[src/hdl/pfr_pkg.sv]
// shared types, sizes and codes for the packet fragment reassembly block
// used by pfr_front, pfr_queue, pfr_back and packet_fragment_reassembly
`default_nettype none

package pfr_pkg;

	// table geometry (both powers of two)
	localparam int NUM_SLOTS   = 16;
	localparam int SLOT_BYTES  = 2048;
	localparam int SLOT_W      = $clog2(NUM_SLOTS);
	localparam int OFF_W       = $clog2(SLOT_BYTES);
	localparam int ADDR_W      = SLOT_W + OFF_W;
	localparam int STORE_DEPTH = NUM_SLOTS * SLOT_BYTES;
	localparam int LEN_W       = $clog2(SLOT_BYTES + 1);
	localparam int CNT_MAX     = 255;

	// fixed port field widths
	localparam int SLOT_FIELD_W = 4;
	localparam int LEN_FIELD_W  = 12;

	// item kinds
	localparam logic KIND_DATA = 1'b0;
	localparam logic KIND_READ = 1'b1;

	typedef enum logic [1:0] {
		ST_STORED   = 2'd0,
		ST_DROPPED  = 2'd1,
		ST_COMPLETE = 2'd2,
		ST_READ     = 2'd3
	} status_t;

	// classified item handed from front to back
	typedef struct packed {
		logic              kind;
		logic [31:0]       seq;
		logic [7:0]        total;
		logic [SLOT_W-1:0] slot;
		logic [OFF_W-1:0]  offset;
		logic [7:0]        data;
		logic              fend;
	} item_t;

	// handshake between two parts
	typedef struct packed {
		logic valid;
		logic ready;
	} hs_t;

	// slot number to the 4-bit port field
	function automatic logic [SLOT_FIELD_W-1:0] slot_field(input logic [SLOT_W-1:0] s);
		logic [31:0] wide;
		wide = 32'(s);
		return wide[SLOT_FIELD_W-1:0];
	endfunction

	// slot length to the 12-bit port field
	function automatic logic [LEN_FIELD_W-1:0] len_field(input logic [LEN_W-1:0] l);
		logic [31:0] wide;
		wide = 32'(l);
		return wide[LEN_FIELD_W-1:0];
	endfunction

endpackage

`default_nettype wire

[src/hdl/pfr_queue.sv]
// two-entry item queue between front and back
// depends on pfr_pkg
`default_nettype none

module pfr_queue (
	input  wire logic            clk,
	input  wire logic            arst_n,
	input  wire logic            push_valid,
	output logic                 push_ready,
	input  wire pfr_pkg::item_t  push_item,
	output logic                 pop_valid,
	input  wire logic            pop_ready,
	output pfr_pkg::item_t       pop_item
);

	pfr_pkg::item_t entry_q [2];
	logic           wr_ptr_q;
	logic           rd_ptr_q;
	logic [1:0]     count_q;
	logic           push;
	logic           pop;

	assign push_ready = (count_q != 2'd2);
	assign pop_valid  = (count_q != 2'd0);
	assign pop_item   = entry_q[rd_ptr_q];
	assign push       = push_valid && push_ready;
	assign pop        = pop_valid && pop_ready;

	// pointers and fill count
	always_ff @(posedge clk or negedge arst_n) begin
		if (!arst_n) begin
			wr_ptr_q <= 1'b0;
			rd_ptr_q <= 1'b0;
			count_q  <= 2'd0;
		end else begin
			if (push)
				wr_ptr_q <= ~wr_ptr_q;
			if (pop)
				rd_ptr_q <= ~rd_ptr_q;
			if (push && !pop)
				count_q <= count_q + 2'd1;
			else if (pop && !push)
				count_q <= count_q - 2'd1;
		end
	end

	// entry storage
	always_ff @(posedge clk) begin
		if (push)
			entry_q[wr_ptr_q] <= push_item;
	end

endmodule

`default_nettype wire

[config.mk]
export PLATFORM = sky130hd
export DESIGN_NAME = pfr_queue
export DESIGN_NICKNAME = d
export VERILOG_FILES = /design/src/hdl/pfr_pkg.sv /design/src/hdl/pfr_queue.sv
export SDC_FILE = /design/constraint.sdc
export NUM_CORES = 1
export LEC_CHECK = 0
export BUFFER_PORTS_ARGS = -buffer_cell sky130_fd_sc_hd__buf_2
export CELL_PAD_IN_SITES_DETAIL_PLACEMENT = 0
export CELL_PAD_IN_SITES_GLOBAL_PLACEMENT = 1
export CORE_AREA = 2 2 111 113
export DETAILED_ROUTE_END_ITERATION = 8
export DIE_AREA = 0 0 113 115
export PLACE_DENSITY_LB_ADDON = 0.2
export SKIP_CTS_REPAIR_TIMING = 1
export SKIP_LAST_GASP = 1
export SLEW_MARGIN = 40
export SYNTH_ARGS = -nofsm -noshare
export SYNTH_HDL_FRONTEND = slang
export SYNTH_SLANG_ARGS = --single-unit
[constraint.sdc]
create_clock -name clk -period 4.65 [get_ports clk]
set_clock_uncertainty 0.2 [all_clocks]
set_input_delay 0.93 -clock clk [delete_from_list [all_inputs] [get_ports clk]]
set_output_delay 0.93 -clock clk [all_outputs]
set_load 0.03 [all_outputs]
==> impl_results.md <==
- Full die area: 13,000 sq um
- Post-DP Area: 5960 sq um
- Peak supply drop: 0.000385 V
- Average vias per placed instance: 4.61
- Area of the mapped netlist: 5050 sq um
- Initial antenna violation count: 0
- Post-synth EDFFs: 130
- Synthesized area per cell: 22.9 sq um
- Count leader, synth: edfxtp_1
- Cts bufs inserted: 17
- Worst Path Required: 3.52 ns
- Die Span Y: 115 microns
- Max Fclk: 0.315 GHz
- Finished Cell Area: 6470 sq um
- Post-synthesis sequential area ratio: 79.3%
- Reg2Reg Depth: 4
- Root Buffer: clkbuf_16
- Fraction of registers with async set/reset: 2.99%
- GR Util All Layers: 12.9%
- Buf/Inv on CP: 3
- HP Class: in2async
- Final period utilization: 68.3%
- Leakage: 0.00255 uW
- Final hold violation count: 0
- Synth Warn #: 0
- Power Density: 706 nW/um^2
- Slowest Stage Delay on Critical Path: 0.60 ns
- Failing checks: DRC
- Remaining antenna violation count after routing: 0
- Row cnt: 40
- Grt total ovfl: 0
- Cell taking the most area after synthesis: edfxtp_1
- Synth top area cells: edfxtp_1, mux2_4, mux2_2, dfrtp_1, buf_6
- Worst-path fanout max: 28
- Critical path launch point type: flop
- Vias in the first global route: 2,485
- Worst-Margin Slew: 0.519 ns
- CP most frequent cell: buf_12
- Share of cells above drive strength 1: 59.6%
- WL/cell: 15.6 microns
- Chip width: 113 microns
- Port buffer count: 135
- Final slew viol count: 0
- Maxcap violations: 0
- H-tree Lvls: 4
- Synth-to-Final Area Change: 28.2%
- Setup CP Type: reg2out
- DRT Pass-1 Iters: 8
- Final setup viols: 0
- FF-to-FF Start: count_q[0]
- Ys flop type: edfxtp_1
- CTS sink count: 134
- Min cycle time layout: 3.18 ns
- Synth top area share: 77.4%
- R2R Path End: entry_q[0][62]
- Residual DRC: 10
- First DRT Iteration DRCs: 124
- Seq cells post-synth: 134
- Clk pin slew, worst setup/hold paths: 0.05 ns
- Post-DP HPWL: 5490 microns
- N_diodes: 0
- Core Box Area: 11,800 sq um
- Slew margin rel.: 65.3%
- Bufs on Longest Clock Path: 2
- CP arrival: 2.05 ns
- Final net count: 442
- Outcome: finished with violations
- Reg2reg setup slack: 2.65 ns
- CP delay by family, top: buffers and inverters
- Netlist cell types: 15
- Crit-path cells: buf_12, buf_12, mux2_2, buf_2
- Ports: 136
- Final WL: 8270 microns
- Largest net degree at the start of global routing: 39
- RSZ-0062 raised after global routing: no
- CTS tree: built
- Via count: 2,450
- Crit path max-delay cell type: dfrtp_4
- Crit. End Element: primary output
- Post-Syn Instances: 220
- Initial Util: 42.7%
- First-pass GRT wire length: 12,200 microns
- Post-Syn Nets: 290
- Insertion delay to the later sink of the worst-skew pair: 0.39 ns
- Synth top cells by count: edfxtp_1, mux2_4, mux2_2
- Setup TNS: 0 ns
- GP Congestion: 0.660
## how the worst max path moves through the flow
| stage | from | end | depth (start not counted) |
|---|---|---|---|
| final | rd_ptr_q | pop_item[50] | 4 |
| after global routing | rd_ptr_q | pop_item[62] | 4 |
| after CTS | rd_ptr_q | pop_item[50] | 4 |
| after detailed placement | rd_ptr_q | pop_item[50] | 4 |
| after global placement | rd_ptr_q | pop_item[7] | 2 |
| after floorplan | push_valid | entry_q[0][0] | 2 |
## layout make-up
class | instances | area (sq um)
sequential | 134 | 4010
clock buffer | 23 | 448
clock inverter | 8 | 58.8
tap | 147 | 184
timing repair buffer | 140 | 783
fill | 961 | 5340
multi-input combinational | 78 | 985
inverter | 1 | 3.75
## through the flow
step	setup WS [ns]	utilization (%)	hold slack, ns	total power, uW	instances
final	1.47	54.8	0.127	4570	531
after floorplan	0.212	-	0.256	3050	220
after detailed placement	1.85	50.5	0.276	3480	500
after CTS	1.41	54.8	0.101	4640	531
after global placement	1.69	49.7	0.281	3410	496
after global routing	1.37	54.8	0.105	4770	531
## cell usage in the layout (no fill, tap or decap), types with 3 or more instances in the layout
| cell | instances |
|---|---|
| buf_2 | 135 |
| edfxtp_1 | 130 |
| mux2_4 | 40 |
| mux2_2 | 25 |
| clkbuf_16 | 17 |
| clkbuf_1 | 6 |
| clkinv_1 | 5 |
| buf_12 | 4 |
| xnor2_1 | 3 |
| dfrtp_1 | 3 |
## power by group
part	switching [uW]	leakage (uW)	total (uW)	internal [uW]
clock	423	0.000246	1140	719
sequential	101	0.00125	1760	1660
combinational	1010	0.00105	1670	661
## registers in the layout (all words and copies together), names as in the netlist
| register | cells |
|---|---|
| entry_q | 130 |
| count_q | 2 |
| rd_ptr_q | 1 |
| wr_ptr_q | 1 |
## cells by family (layout without fill, tap and decap cells)
| kind of cell | after synthesis | after routing | share of synthesized area (%) |
|---|---|---|---|
| simple gates | 7 | 7 | 0.670 |
| xor+xnor | 5 | 5 | 0.868 |
| buf+inv | 8 | 172 | 1.39 |
| mux | 65 | 65 | 17.5 |
| fa+ha+maj | 1 | 1 | 0.248 |
| flops | 134 | 134 | 79.3 |
## routing by layer
| metal | wire length, microns | global-route usage [%] | up-vias | part of all wire, % |
|---|---|---|---|---|
| met2 | 4080 | 21.3 | 88 | 49 |
| met1 | 3420 | 14.0 | 1178 | 41 |
| met4 | 115 | 6.59 | 0 | 1.4 |
| li1 | - | - | 1174 | - |
| met5 | 0 | 0 | - | 0 |
| met3 | 657 | 5.90 | 10 | 7.9 |
Note: power is estimated with default switching activity, not from simulation.
